File: src/cat_pkg.sv
package cat_pkg;

   localparam int ACTION_W = 2;
   localparam int VALUE_W  = 32;
   localparam int INDEX_W  = 6;
   localparam int STATUS_W = 2;
   localparam int COUNT_W  = 7;

   localparam logic [ACTION_W-1:0] ACT_APPEND    = 2'd0;
   localparam logic [ACTION_W-1:0] ACT_DEL_VALUE = 2'd1;
   localparam logic [ACTION_W-1:0] ACT_DEL_INDEX = 2'd2;
   localparam logic [ACTION_W-1:0] ACT_READ      = 2'd3;

   localparam logic [STATUS_W-1:0] ST_OK      = 2'd0;
   localparam logic [STATUS_W-1:0] ST_FULL    = 2'd1;
   localparam logic [STATUS_W-1:0] ST_MISSING = 2'd2;
   localparam logic [STATUS_W-1:0] ST_RANGE   = 2'd3;

   typedef enum logic [1:0] {
      RD_IDX,
      RD_PTR,
      RD_PTR1,
      RD_PTR2
   } rd_sel_type;

   typedef enum logic {
      WR_TAIL,
      WR_PTR
   } wr_sel_type;

   typedef enum logic [1:0] {
      PTR_HOLD,
      PTR_CLEAR,
      PTR_LOAD,
      PTR_INC
   } ptr_op_type;

   typedef struct packed {
      logic                capture;
      logic                rd_en;
      rd_sel_type          rd_sel;
      logic                wr_en;
      wr_sel_type          wr_sel;
      ptr_op_type          ptr_op;
      logic                cnt_inc;
      logic                cnt_dec;
      logic                rsp_valid;
      logic [STATUS_W-1:0] rsp_status;
      logic                rsp_read;
   } cmd_type;

   typedef struct packed {
      logic [ACTION_W-1:0] action;
      logic                full;
      logic                empty;
      logic                idx_oob;
      logic                match;
      logic                next_in;
      logic                next2_in;
   } sts_type;

endpackage

File: src/cat_ctrl.sv
module cat_ctrl (
   input  logic             clock,
   input  logic             reset,
   input  logic             start,
   output logic             busy,
   input  cat_pkg::sts_type sts,
   output cat_pkg::cmd_type cmd
);
   import cat_pkg::*;

   localparam logic [2:0] S_IDLE     = 3'd0;
   localparam logic [2:0] S_DECODE   = 3'd1;
   localparam logic [2:0] S_RD_WAIT  = 3'd2;
   localparam logic [2:0] S_SEARCH   = 3'd3;
   localparam logic [2:0] S_SH_FETCH = 3'd4;
   localparam logic [2:0] S_SH_MOVE  = 3'd5;

   logic [2:0] state_ff;
   logic [2:0] state_in;

   assign busy = (state_ff != S_IDLE);

   always_comb begin
      cmd      = '0;
      state_in = state_ff;
      case (state_ff)
         S_IDLE: begin
            if (start) begin
               cmd.capture = 1'b1;
               cmd.ptr_op  = PTR_CLEAR;
               state_in    = S_DECODE;
            end
         end
         S_DECODE: begin
            case (sts.action)
               ACT_APPEND: begin
                  cmd.rsp_valid = 1'b1;
                  state_in      = S_IDLE;
                  if (sts.full) begin
                     cmd.rsp_status = ST_FULL;
                  end else begin
                     cmd.wr_en      = 1'b1;
                     cmd.wr_sel     = WR_TAIL;
                     cmd.cnt_inc    = 1'b1;
                     cmd.rsp_status = ST_OK;
                  end
               end
               ACT_DEL_VALUE: begin
                  if (sts.empty) begin
                     cmd.rsp_valid  = 1'b1;
                     cmd.rsp_status = ST_MISSING;
                     state_in       = S_IDLE;
                  end else begin
                     cmd.rd_en  = 1'b1;
                     cmd.rd_sel = RD_PTR;
                     state_in   = S_SEARCH;
                  end
               end
               ACT_DEL_INDEX: begin
                  if (sts.idx_oob) begin
                     cmd.rsp_valid  = 1'b1;
                     cmd.rsp_status = ST_RANGE;
                     state_in       = S_IDLE;
                  end else begin
                     cmd.ptr_op = PTR_LOAD;
                     state_in   = S_SH_FETCH;
                  end
               end
               ACT_READ: begin
                  if (sts.idx_oob) begin
                     cmd.rsp_valid  = 1'b1;
                     cmd.rsp_status = ST_RANGE;
                     state_in       = S_IDLE;
                  end else begin
                     cmd.rd_en  = 1'b1;
                     cmd.rd_sel = RD_IDX;
                     state_in   = S_RD_WAIT;
                  end
               end
               default: begin
                  state_in = S_IDLE;
               end
            endcase
         end
         S_RD_WAIT: begin
            cmd.rsp_valid  = 1'b1;
            cmd.rsp_status = ST_OK;
            cmd.rsp_read   = 1'b1;
            state_in       = S_IDLE;
         end
         S_SEARCH: begin
            // The compared word is the entry at the pointer; the next one is fetched ahead.
            if (sts.match) begin
               state_in = S_SH_FETCH;
            end else if (!sts.next_in) begin
               cmd.rsp_valid  = 1'b1;
               cmd.rsp_status = ST_MISSING;
               state_in       = S_IDLE;
            end else begin
               cmd.rd_en  = 1'b1;
               cmd.rd_sel = RD_PTR1;
               cmd.ptr_op = PTR_INC;
            end
         end
         S_SH_FETCH: begin
            if (!sts.next_in) begin
               cmd.cnt_dec    = 1'b1;
               cmd.rsp_valid  = 1'b1;
               cmd.rsp_status = ST_OK;
               state_in       = S_IDLE;
            end else begin
               cmd.rd_en  = 1'b1;
               cmd.rd_sel = RD_PTR1;
               state_in   = S_SH_MOVE;
            end
         end
         S_SH_MOVE: begin
            // Write the entry fetched last cycle one place down and fetch the one after it.
            cmd.wr_en  = 1'b1;
            cmd.wr_sel = WR_PTR;
            cmd.ptr_op = PTR_INC;
            if (sts.next2_in) begin
               cmd.rd_en  = 1'b1;
               cmd.rd_sel = RD_PTR2;
            end else begin
               cmd.cnt_dec    = 1'b1;
               cmd.rsp_valid  = 1'b1;
               cmd.rsp_status = ST_OK;
               state_in       = S_IDLE;
            end
         end
         default: begin
            state_in = S_IDLE;
         end
      endcase
   end

   always_ff @(posedge clock) begin
      if (reset) begin
         state_ff <= S_IDLE;
      end else begin
         state_ff <= state_in;
      end
   end

   a_busy_after_start: assert property (@(posedge clock) disable iff (reset)
      (start && !busy) |=> busy)
      else $error("request accepted but controller did not go busy");

   a_idle_after_rsp: assert property (@(posedge clock) disable iff (reset)
      cmd.rsp_valid |=> !busy)
      else $error("controller still busy after issuing a response");

   a_rsp_only_when_busy: assert property (@(posedge clock) disable iff (reset)
      cmd.rsp_valid |-> busy)
      else $error("response issued while the controller was idle");

endmodule

File: src/cat_datapath.sv
module cat_datapath #(
   parameter int DEPTH      = 64,
   parameter int ELEM_WIDTH = 32
) (
   input  logic                                clock,
   input  logic                                reset,
   input  logic [cat_pkg::ACTION_W-1:0]        req_action,
   input  logic [cat_pkg::VALUE_W-1:0]         req_value,
   input  logic [cat_pkg::INDEX_W-1:0]         req_index,
   input  cat_pkg::cmd_type                    cmd,
   output cat_pkg::sts_type                    sts,
   output logic                                rsp_valid,
   output logic [cat_pkg::VALUE_W-1:0]         rsp_read_value,
   output logic [cat_pkg::STATUS_W-1:0]        rsp_status,
   output logic [cat_pkg::COUNT_W-1:0]         rsp_count
);
   import cat_pkg::*;

   localparam int AW   = (DEPTH > 1) ? $clog2(DEPTH) : 1;
   localparam int CW   = $clog2(DEPTH + 1);
   localparam int CMPW = (CW + 1 > INDEX_W + 1) ? CW + 1 : INDEX_W + 1;

   logic [ELEM_WIDTH-1:0] store_ff [DEPTH];

   logic [ACTION_W-1:0]   action_ff;
   logic [ELEM_WIDTH-1:0] val_ff;
   logic [ELEM_WIDTH-1:0] val_in;
   logic [INDEX_W-1:0]    idx_ff;
   logic [AW-1:0]         ptr_ff;
   logic [AW-1:0]         ptr_in;
   logic [CW-1:0]         count_ff;
   logic [CW-1:0]         count_in;
   logic [ELEM_WIDTH-1:0] rdata_ff;

   logic                  rsp_valid_ff;
   logic [STATUS_W-1:0]   rsp_status_ff;
   logic [VALUE_W-1:0]    rsp_read_value_ff;
   logic [VALUE_W-1:0]    rsp_read_value_in;
   logic [COUNT_W-1:0]    rsp_count_ff;

   logic [63:0]           req_value_wide;
   logic [63:0]           rdata_wide;
   logic [CMPW-1:0]       count_ext;
   logic [CMPW-1:0]       idx_ext;
   logic [CMPW-1:0]       ptr_ext;
   logic [CMPW-1:0]       ptr1_ext;
   logic [CMPW-1:0]       ptr2_ext;
   logic [AW-1:0]         rd_addr;
   logic [AW-1:0]         wr_addr;
   logic [ELEM_WIDTH-1:0] wr_data;

   assign req_value_wide = {32'b0, req_value};
   assign val_in         = req_value_wide[ELEM_WIDTH-1:0];
   assign rdata_wide     = 64'(rdata_ff);

   assign count_ext = CMPW'(count_ff);
   assign idx_ext   = CMPW'(idx_ff);
   assign ptr_ext   = CMPW'(ptr_ff);
   assign ptr1_ext  = ptr_ext + CMPW'(1);
   assign ptr2_ext  = ptr_ext + CMPW'(2);

   always_comb begin
      sts.action   = action_ff;
      sts.full     = (count_ff == CW'(DEPTH));
      sts.empty    = (count_ff == '0);
      sts.idx_oob  = (idx_ext >= count_ext);
      sts.match    = (rdata_ff == val_ff);
      sts.next_in  = (ptr1_ext < count_ext);
      sts.next2_in = (ptr2_ext < count_ext);
   end

   always_comb begin
      case (cmd.rd_sel)
         RD_IDX:  rd_addr = idx_ext[AW-1:0];
         RD_PTR:  rd_addr = ptr_ff;
         RD_PTR1: rd_addr = ptr1_ext[AW-1:0];
         RD_PTR2: rd_addr = ptr2_ext[AW-1:0];
         default: rd_addr = ptr_ff;
      endcase
   end

   always_comb begin
      case (cmd.wr_sel)
         WR_TAIL: begin
            wr_addr = count_ext[AW-1:0];
            wr_data = val_ff;
         end
         WR_PTR: begin
            wr_addr = ptr_ff;
            wr_data = rdata_ff;
         end
         default: begin
            wr_addr = ptr_ff;
            wr_data = rdata_ff;
         end
      endcase
   end

   always_comb begin
      case (cmd.ptr_op)
         PTR_HOLD:  ptr_in = ptr_ff;
         PTR_CLEAR: ptr_in = '0;
         PTR_LOAD:  ptr_in = idx_ext[AW-1:0];
         PTR_INC:   ptr_in = ptr_ff + AW'(1);
         default:   ptr_in = ptr_ff;
      endcase
   end

   always_comb begin
      count_in = count_ff;
      if (cmd.cnt_inc) begin
         count_in = count_ff + CW'(1);
      end else if (cmd.cnt_dec) begin
         count_in = count_ff - CW'(1);
      end
   end

   assign rsp_read_value_in = cmd.rsp_read ? rdata_wide[VALUE_W-1:0] : '0;

   always_ff @(posedge clock) begin
      if (cmd.wr_en) begin
         store_ff[wr_addr] <= wr_data;
      end
      if (cmd.rd_en) begin
         rdata_ff <= store_ff[rd_addr];
      end
   end

   always_ff @(posedge clock) begin
      if (cmd.capture) begin
         action_ff <= req_action;
         val_ff    <= val_in;
         idx_ff    <= req_index;
      end
      ptr_ff <= ptr_in;
      if (cmd.rsp_valid) begin
         rsp_status_ff     <= cmd.rsp_status;
         rsp_read_value_ff <= rsp_read_value_in;
         rsp_count_ff      <= COUNT_W'(count_in);
      end
   end

   always_ff @(posedge clock) begin
      if (reset) begin
         count_ff     <= '0;
         rsp_valid_ff <= 1'b0;
      end else begin
         count_ff     <= count_in;
         rsp_valid_ff <= cmd.rsp_valid;
      end
   end

   assign rsp_valid      = rsp_valid_ff;
   assign rsp_read_value = rsp_read_value_ff;
   assign rsp_status     = rsp_status_ff;
   assign rsp_count      = rsp_count_ff;

   a_count_bound: assert property (@(posedge clock) disable iff (reset)
      CMPW'(count_ff) <= CMPW'(DEPTH))
      else $error("element count exceeds capacity");

   a_count_moves_with_rsp: assert property (@(posedge clock) disable iff (reset)
      (count_ff != $past(count_ff)) |-> rsp_valid_ff)
      else $error("element count changed without a response");

   a_failed_keeps_count: assert property (@(posedge clock) disable iff (reset)
      (rsp_valid_ff && rsp_status_ff != ST_OK) |-> $stable(count_ff))
      else $error("failed request changed the element count");

   a_rw_apart: assert property (@(posedge clock) disable iff (reset)
      (cmd.wr_en && cmd.rd_en) |-> (wr_addr != rd_addr))
      else $error("store read and written at the same address");

endmodule

File: src/compacting_array_table.sv
// Packed list of up to DEPTH elements with a count, held in an internal store.
// Requests: present req_action, req_value and req_index with start high; the
// request is taken at a rising edge where start is high and busy is low.
// Actions are append, delete first match of value, delete at index and read
// at index. Every request gives exactly one result: rsp_valid is high for one
// cycle with rsp_read_value, rsp_status and rsp_count (the count after the
// request). The receiver cannot stall; the result must be taken in that cycle.
// A delete walks the store through its single read port and single write port,
// one entry per cycle: a delete by value searches for its first match and then
// shifts the later entries down one place; a delete at index shifts down the
// entries above the index.
// busy falls in the cycle the result is shown, and a new request may be given
// in that same cycle. One request is in flight at a time.
// Reset empties the list at once; the store itself is not cleared, as only
// entries below the count are ever read.
module compacting_array_table #(
   parameter int DEPTH      = 64,
   parameter int ELEM_WIDTH = 32
) (
   input  logic                         clock,
   input  logic                         reset,
   input  logic                         start,
   output logic                         busy,
   input  logic [cat_pkg::ACTION_W-1:0] req_action,
   input  logic [cat_pkg::VALUE_W-1:0]  req_value,
   input  logic [cat_pkg::INDEX_W-1:0]  req_index,
   output logic                         rsp_valid,
   output logic [cat_pkg::VALUE_W-1:0]  rsp_read_value,
   output logic [cat_pkg::STATUS_W-1:0] rsp_status,
   output logic [cat_pkg::COUNT_W-1:0]  rsp_count
);
   import cat_pkg::*;

   cmd_type cmd;
   sts_type sts;

   cat_ctrl u_ctrl (
      .clock (clock),
      .reset (reset),
      .start (start),
      .busy  (busy),
      .sts   (sts),
      .cmd   (cmd)
   );

   cat_datapath #(
      .DEPTH      (DEPTH),
      .ELEM_WIDTH (ELEM_WIDTH)
   ) u_datapath (
      .clock          (clock),
      .reset          (reset),
      .req_action     (req_action),
      .req_value      (req_value),
      .req_index      (req_index),
      .cmd            (cmd),
      .sts            (sts),
      .rsp_valid      (rsp_valid),
      .rsp_read_value (rsp_read_value),
      .rsp_status     (rsp_status),
      .rsp_count      (rsp_count)
   );

endmodule

File: config.mk
export PLATFORM = sky130hd
export DESIGN_NAME = compacting_array_table
export DESIGN_NICKNAME = d
export VERILOG_FILES = /design/src/cat_pkg.sv /design/src/cat_ctrl.sv /design/src/cat_datapath.sv /design/src/compacting_array_table.sv
export SDC_FILE = /design/constraint.sdc
export NUM_CORES = 2
export LEC_CHECK = 0
export BUFFER_PORTS_ARGS = -buffer_cell sky130_fd_sc_hd__clkbuf_2
export CORE_UTILIZATION = 55
export DETAILED_ROUTE_END_ITERATION = 8
export PLACE_DENSITY = 0.68
export SLEW_MARGIN = 20
export SYNTH_ARGS = -nofsm -noshare
export SYNTH_HDL_FRONTEND = slang
export SYNTH_SLANG_ARGS = --single-unit
File: constraint.sdc
create_clock -name clock -period 7.3 [get_ports clock]
set_input_delay 0.365 -clock clock [delete_from_list [all_inputs] [get_ports clock]]
set_output_delay 0.365 -clock clock [all_outputs]
set_load 0.05 [all_outputs]
# == Word-level counts from Yosys, hierarchy flattened ==
# Memory sizes are Yosys's and may differ from the RTL's. A register that Yosys moved wholly into a read port is not among the register bits.
# Index checks and enable logic that the tools add are counted.
# totals
inputBits,43
word_cells,96
ramBits,2048
reg_bits,98
latch_bits,0
mem_count,1
rom_bits,0
# mem_list
name,depth,width,read_ports,rd_clocked_by_memory_dff,wr,line_no,text
u_datapath.store_ff,64,32,1,1,1,cat_datapath.sv:23,logic [ELEM_WIDTH-1:0] store_ff [DEPTH];
# op_classes
n_eq_ne,19
add_sub_neg,5
shift,0
muxes,49
magnitude_cmp,3
reduce_logical,8
bitwise_logic,1
div_mod_pow,0
mul,0
# ops
operator,n
$pmux W32 S2,1
$mux W3,14
$eq A32 B32 Y1,1
$pmux W3 S5,2
$pmux W3 S4,2
$pmux W6 S4,1
$pmux W6 S3,1
$lt A8 B7 Y1,2
$mux W2,8
$mux W7,2
$eq A2 B2 Y1 const B,6
$pmux W6 S2,1
$mux W1,10
$pmux W3 S3,1
$mux W4,2
$pmux W2 S4,1
$add A6 B1 Y7 const B,1
$add A6 B2 Y7 const B,1
$add A7 B1 Y7 const B,1
$eq A7 B7 Y1 const B,1
$ge A6 B7 Y1,1
$logic_not A7 Y1,1
$sub A7 B1 Y7 const B,1
$add A6 B1 Y6 const B,1
other kinds (15),22

# == Logic depth before layout (Yosys ltp) ==
# logic_depth
depth_word,7
mapped_depth,22
depth_no_buf,16

# == Cells and area by module ==
# From an unflattened synthesis, not the netlist that was laid out.
# unflattened
hier_cells,6635
hier_area_um2,87426.3
# modules_own_cells
mod,seq_area_each_um2,cells_each,area_each_um2,instances
cat_datapath,65232.6,6570,86950.9,1
cat_ctrl,60.1,65,475.5,1

# == Worst setup path before layout ==
# Ideal clock, no wire load.
# synth_path
kind,register -> register
startpoint,register u_datapath.ptr_ff[1]
endpoint,register u_datapath.rdata_ff[14] (read register of u_datapath.store_ff) (data pin)
path_buffers,4
path_stages_with_launch,20
period_less_slack_ps,4357
setup_slack_ps,2943
setup_ps,176
arrival_time_ps,4181
required_ps,7124
path_cell_list,edfxtp_1 > ha_1 > nand4_1 > xor2_1 > inv_1 > ha_1 > nand3_1 > a311o_1 > nand2_1 > a211o_1 > buf_4 > nand2_1 > o31ai_1 > buf_2 > clkbuf_1 > clkbuf_1 > mux4_2 > nor2_1 > nor4_1 > nor4_1
# synth_between
elab_chain_len,7
word_cells_on_any_way,13
cone_classes,2 x add/sub; 2 x order compare; 3 x eq/ne; 5 x mux; 1 x reduce/logical
# synth_lines
item,line_no,text
"start, declared",cat_datapath.sv:29,logic [AW-1:0] ptr_ff;
"start signal, assigned",cat_datapath.sv:135,ptr_ff <= ptr_in;
$add A6 B1 Y7,cat_datapath.sv:59,assign ptr1_ext = ptr_ext + CMPW'(1);
$lt A8 B7 Y1,cat_datapath.sv:68,sts.next_in = (ptr1_ext < count_ext);
$mux W3,"cat_ctrl.sv:95, cat_ctrl.sv:106",
$mux W3,cat_ctrl.sv:93,if (sts.match) begin
$pmux W3 S4,cat_ctrl.sv:26,case (state_ff)
$eq A2 B2 Y1 (tied with other cells),cat_datapath.sv:73,case (cmd.rd_sel)
$pmux W6 S4,cat_datapath.sv:73,
"end, declared",cat_datapath.sv:33,logic [ELEM_WIDTH-1:0] rdata_ff;
# Parallel ways exist; a longest one is shown, timed or not.
# A chain may end at the register's enable or synchronous reset.

# == Worst setup path in the final report ==
# layout_path
startpoint,register u_datapath.ptr_ff[2]
endpoint,register u_datapath.rdata_ff[7] (read register of u_datapath.store_ff) (data pin)
# Same word-level chain as after synthesis.

==> flow_summary.toml <==
[final_layout]
layout.cells.most_common_list = "sky130_fd_sc_hd__edfxtp_1, sky130_fd_sc_hd__nand2_1, sky130_fd_sc_hd__mux2i_1"
fraction_of_final_layout_cells_with_drive_strength_greater_than_1_pct = 12.36
areaGrowthSynthToFinish_pct = 12.84
layout.cells.most_common = "sky130_fd_sc_hd__edfxtp_1"
layout_net_count = 6058

[routing]
drt-pass1-iter-count = 6
drc = 0
viasPerCell = 6.341
drt-total-wl_microns = 245100
wl_per_cell_microns = 29.76
final_antenna_net_count = 0
drtIter0Drc = 7759
detailroute.via_count = 52230

[critical_path]
cp.required_ns = 7.96
arrival_ns = 7.03
worstReg2RegStart = "u_datapath.ptr_ff[2]$_DFFE_PP_"
crit_fanout = 42
cp-end-kind = "flop"
timing.reg2reg.worst_path_depth = 17
critical_path.startpoint_type = "flop"
worst-setup-path-type = "reg -> reg"
reg2reg_slack_ns = 0.93
r2r_end = "u_datapath.rdata_ff[7]$_DFFE_PP_"

[yosys]
synthTopCellsByArea = "sky130_fd_sc_hd__edfxtp_1, sky130_fd_sc_hd__mux2i_1, sky130_fd_sc_hd__nand2_1"
ys_seq_elements = 2178
ys_dominant_reg_cell = "sky130_fd_sc_hd__edfxtp_1"
post-synth-top-area-cell = "sky130_fd_sc_hd__edfxtp_1"
syn_avg_cell_area_sq_um = 15.03
post_synth_instance_area_sq_um = 86790
yosysUniqueCellTypes = 72
synthArstFlopShare_pct = 0
synth-edff-count = 2167
ys_warn_count = 0
synthesized_instance_count = 5776
syn-num-nets = 5841
synth_top_cell_area_share_pct = 74.97
seq_area_frac_synth_pct = 75.23

[clocking]
clock_insertion_delay_worst_skew_ns = 0.88
ctsHtreeMaxLevel = 4
root_buffer = "sky130_fd_sc_hd__clkbuf_16"
cts.reportedPaths.clkPinSlew_ns = 0.06
post_cts_resized = 0
clock_sinks = 2178
cts_buffers = 210
cts_buffer_depth = 3
hold_buffers = 42
setup_fix_buffers_added_after_clock_tree_synthesis = 0
cts_tree = "done"

[timing]
clock_skew_ns = 0.05742
max_freq_mhz = 157.0
worst_pin_slew_ns = 1.145
finalSetupTns_ns = 0
setup-violations-final = 0
timing.final.crit_share_pct = 87.25
slew_violations = 0
maxSlewHeadroom_pct = 23.49
shortest_period_the_worst_path_allows_ns = 6.369
holdWs_ns = 0.2287
finalHoldViolCount = 0
rsz_0062_raised_after_global_routing = "no"

[worst_hold_path]
holdPathEnd = "u_datapath.val_ff[30]$_DFFE_PP_"
count_of_cells_along_the_worst_hold_path = 2
worstHoldPathType = "in -> reg"
min_from = "req_value[30]"

[floorplanning]
floorplan.rows = 145
die_h_microns = 399.2
width_of_the_die_microns = 399.2
ios = 86
dieArea_sq_um = 159400
start_util_pct = 55.50
design.core.area_sq_um = 156400

[global_route]
grt_max_degree = 88
track_usage_pct = 30.61
first_global_vias = 48950
grt_remaining_overflow = 0
grt_antenna_before_repair = 16
grt_pass1_wl_microns = 346800

[placement]
detailed_place_hpwl_microns = 139200
gpl.final_weighted_congestion = 0.9067
io_port_bufs = 85

[power_and_ir_drop]
ir_worst_vdd_mv = 0.2089
p_per_cell_area_nw_per_um2 = 271.7
leakagePower_nw = 34.16

[job]
timing.max_cap.violations = 0

[status]
outcome = "finished clean"
sequential cells by signal (all words and copies together), names as in the netlist, 6 cells and up:
signal                     flops
u_datapath.rdata_ff           32
u_datapath.val_ff             32
u_datapath.count_ff            7
u_datapath.store_ff         2048
u_datapath.rsp_count           7
u_datapath.ptr_ff              6
u_datapath.rsp_read_value     32
u_datapath.idx_ff              6
cell usage after synthesis (57+ instances only):
cell type and count:
sky130_fd_sc_hd__edfxtp_1 2167, sky130_fd_sc_hd__nand2_1 1130, sky130_fd_sc_hd__mux2i_1 590, sky130_fd_sc_hd__nand3_1 495, sky130_fd_sc_hd__a21oi_1 255, sky130_fd_sc_hd__clkbuf_1 131, sky130_fd_sc_hd__nor2_1 127, sky130_fd_sc_hd__buf_2 124
sky130_fd_sc_hd__o22ai_1 85, sky130_fd_sc_hd__nor4_1 67, sky130_fd_sc_hd__a32oi_1 61, sky130_fd_sc_hd__or4_1 57
worst max-delay path by stage:
stage,from,endpoint,cells after the start
after global routing,u_datapath.ptr_ff[2]$_DFFE_PP_,u_datapath.rdata_ff[2]$_DFFE_PP_,17
after floorplan,u_datapath.ptr_ff[1]$_DFFE_PP_,u_datapath.rdata_ff[14]$_DFFE_PP_,19
final,u_datapath.ptr_ff[2]$_DFFE_PP_,u_datapath.rdata_ff[7]$_DFFE_PP_,17
after global placement,u_datapath.ptr_ff[2]$_DFFE_PP_,u_datapath.rdata_ff[7]$_DFFE_PP_,16
after CTS,u_datapath.ptr_ff[2]$_DFFE_PP_,u_datapath.rdata_ff[13]$_DFFE_PP_,17
after detailed placement,u_datapath.ptr_ff[2]$_DFFE_PP_,u_datapath.rdata_ff[13]$_DFFE_PP_,17
worst max-delay path: stages (launching register included):
cell and delay [ns]:
sky130_fd_sc_hd__edfxtp_1 0.54, sky130_fd_sc_hd__ha_1 0.29, sky130_fd_sc_hd__nand3_1 0.11, sky130_fd_sc_hd__xnor2_1 0.23
sky130_fd_sc_hd__ha_1 0.29, sky130_fd_sc_hd__a21o_1 0.19, sky130_fd_sc_hd__a211oi_1 0.38, sky130_fd_sc_hd__o21a_1 0.44
sky130_fd_sc_hd__nor2_1 0.15, sky130_fd_sc_hd__o2111a_1 0.30, sky130_fd_sc_hd__nor2_4 0.86, sky130_fd_sc_hd__buf_12 0.35
sky130_fd_sc_hd__buf_12 0.33, sky130_fd_sc_hd__mux2i_1 0.14, sky130_fd_sc_hd__mux2i_1 0.14, sky130_fd_sc_hd__o22ai_1 0.13
sky130_fd_sc_hd__or4_1 0.85, sky130_fd_sc_hd__nor4_1 0.40
stage by stage:
stage / power (W) / setup slack, ns / std cells / util [%] / instance area, sq um
after global placement: 0.01607 / 1.100 / 7794 / 57.96 / 90650
after floorplan: 0.01536 / 2.943 / 5776 / - / 86790
final: 0.02660 / 0.9307 / 8237 / 62.62 / 97940
after detailed placement: 0.01610 / 1.118 / 7797 / 58.01 / 90720
after global routing: 0.02723 / 0.6948 / 8231 / 62.61 / 97920
after CTS: 0.02666 / 1.052 / 8231 / 62.61 / 97910
final cells by class:
| cell class | count | area [sq um] |
|---|---|---|
| well taps | 2058 | 2575 |
| multi-input cells | 3237 | 20360 |
| clock inverters | 138 | 1261 |
| repair buffers | 346 | 2855 |
| inverters | 20 | 75.07 |
| clock buffers | 254 | 5505 |
| flip-flops and latches | 2178 | 65290 |
| fillers | 11200 | 58450 |
| diodes | 6 | 15.01 |
cells by family after synthesis:
family / synth area share [%]
xor gates and xnor gates: 0.4541
buffers and inverters: 2.038
AOI/OAI and AO/OA: 3.567
DFF: 75.23
muxes: 8.067
and+or+nand+nor: 10.33
adders and majority gates: 0.3171
report_power, final:
group          switching [W]  internal (W)  total [W]
logic                0.00140      0.000589    0.00198
clock network        0.00462       0.00610     0.0107
registers          0.0000434        0.0139     0.0139
metal layers:
metal | part of all wire, % | up-vias | wire length [microns] | GRT usage [%]
li1 | - | 22330 | - | -
met1 | 39 | 26250 | 95850 | 43.49
met2 | 44 | 3164 | 109100 | 45.76
met3 | 12 | 487 | 28590 | 6.255
met4 | 4.7 | 10 | 11540 | 14.16
met5 | 0.029 | - | 71 | 0
No activity file was read; power rests on OpenSTA's default activity.
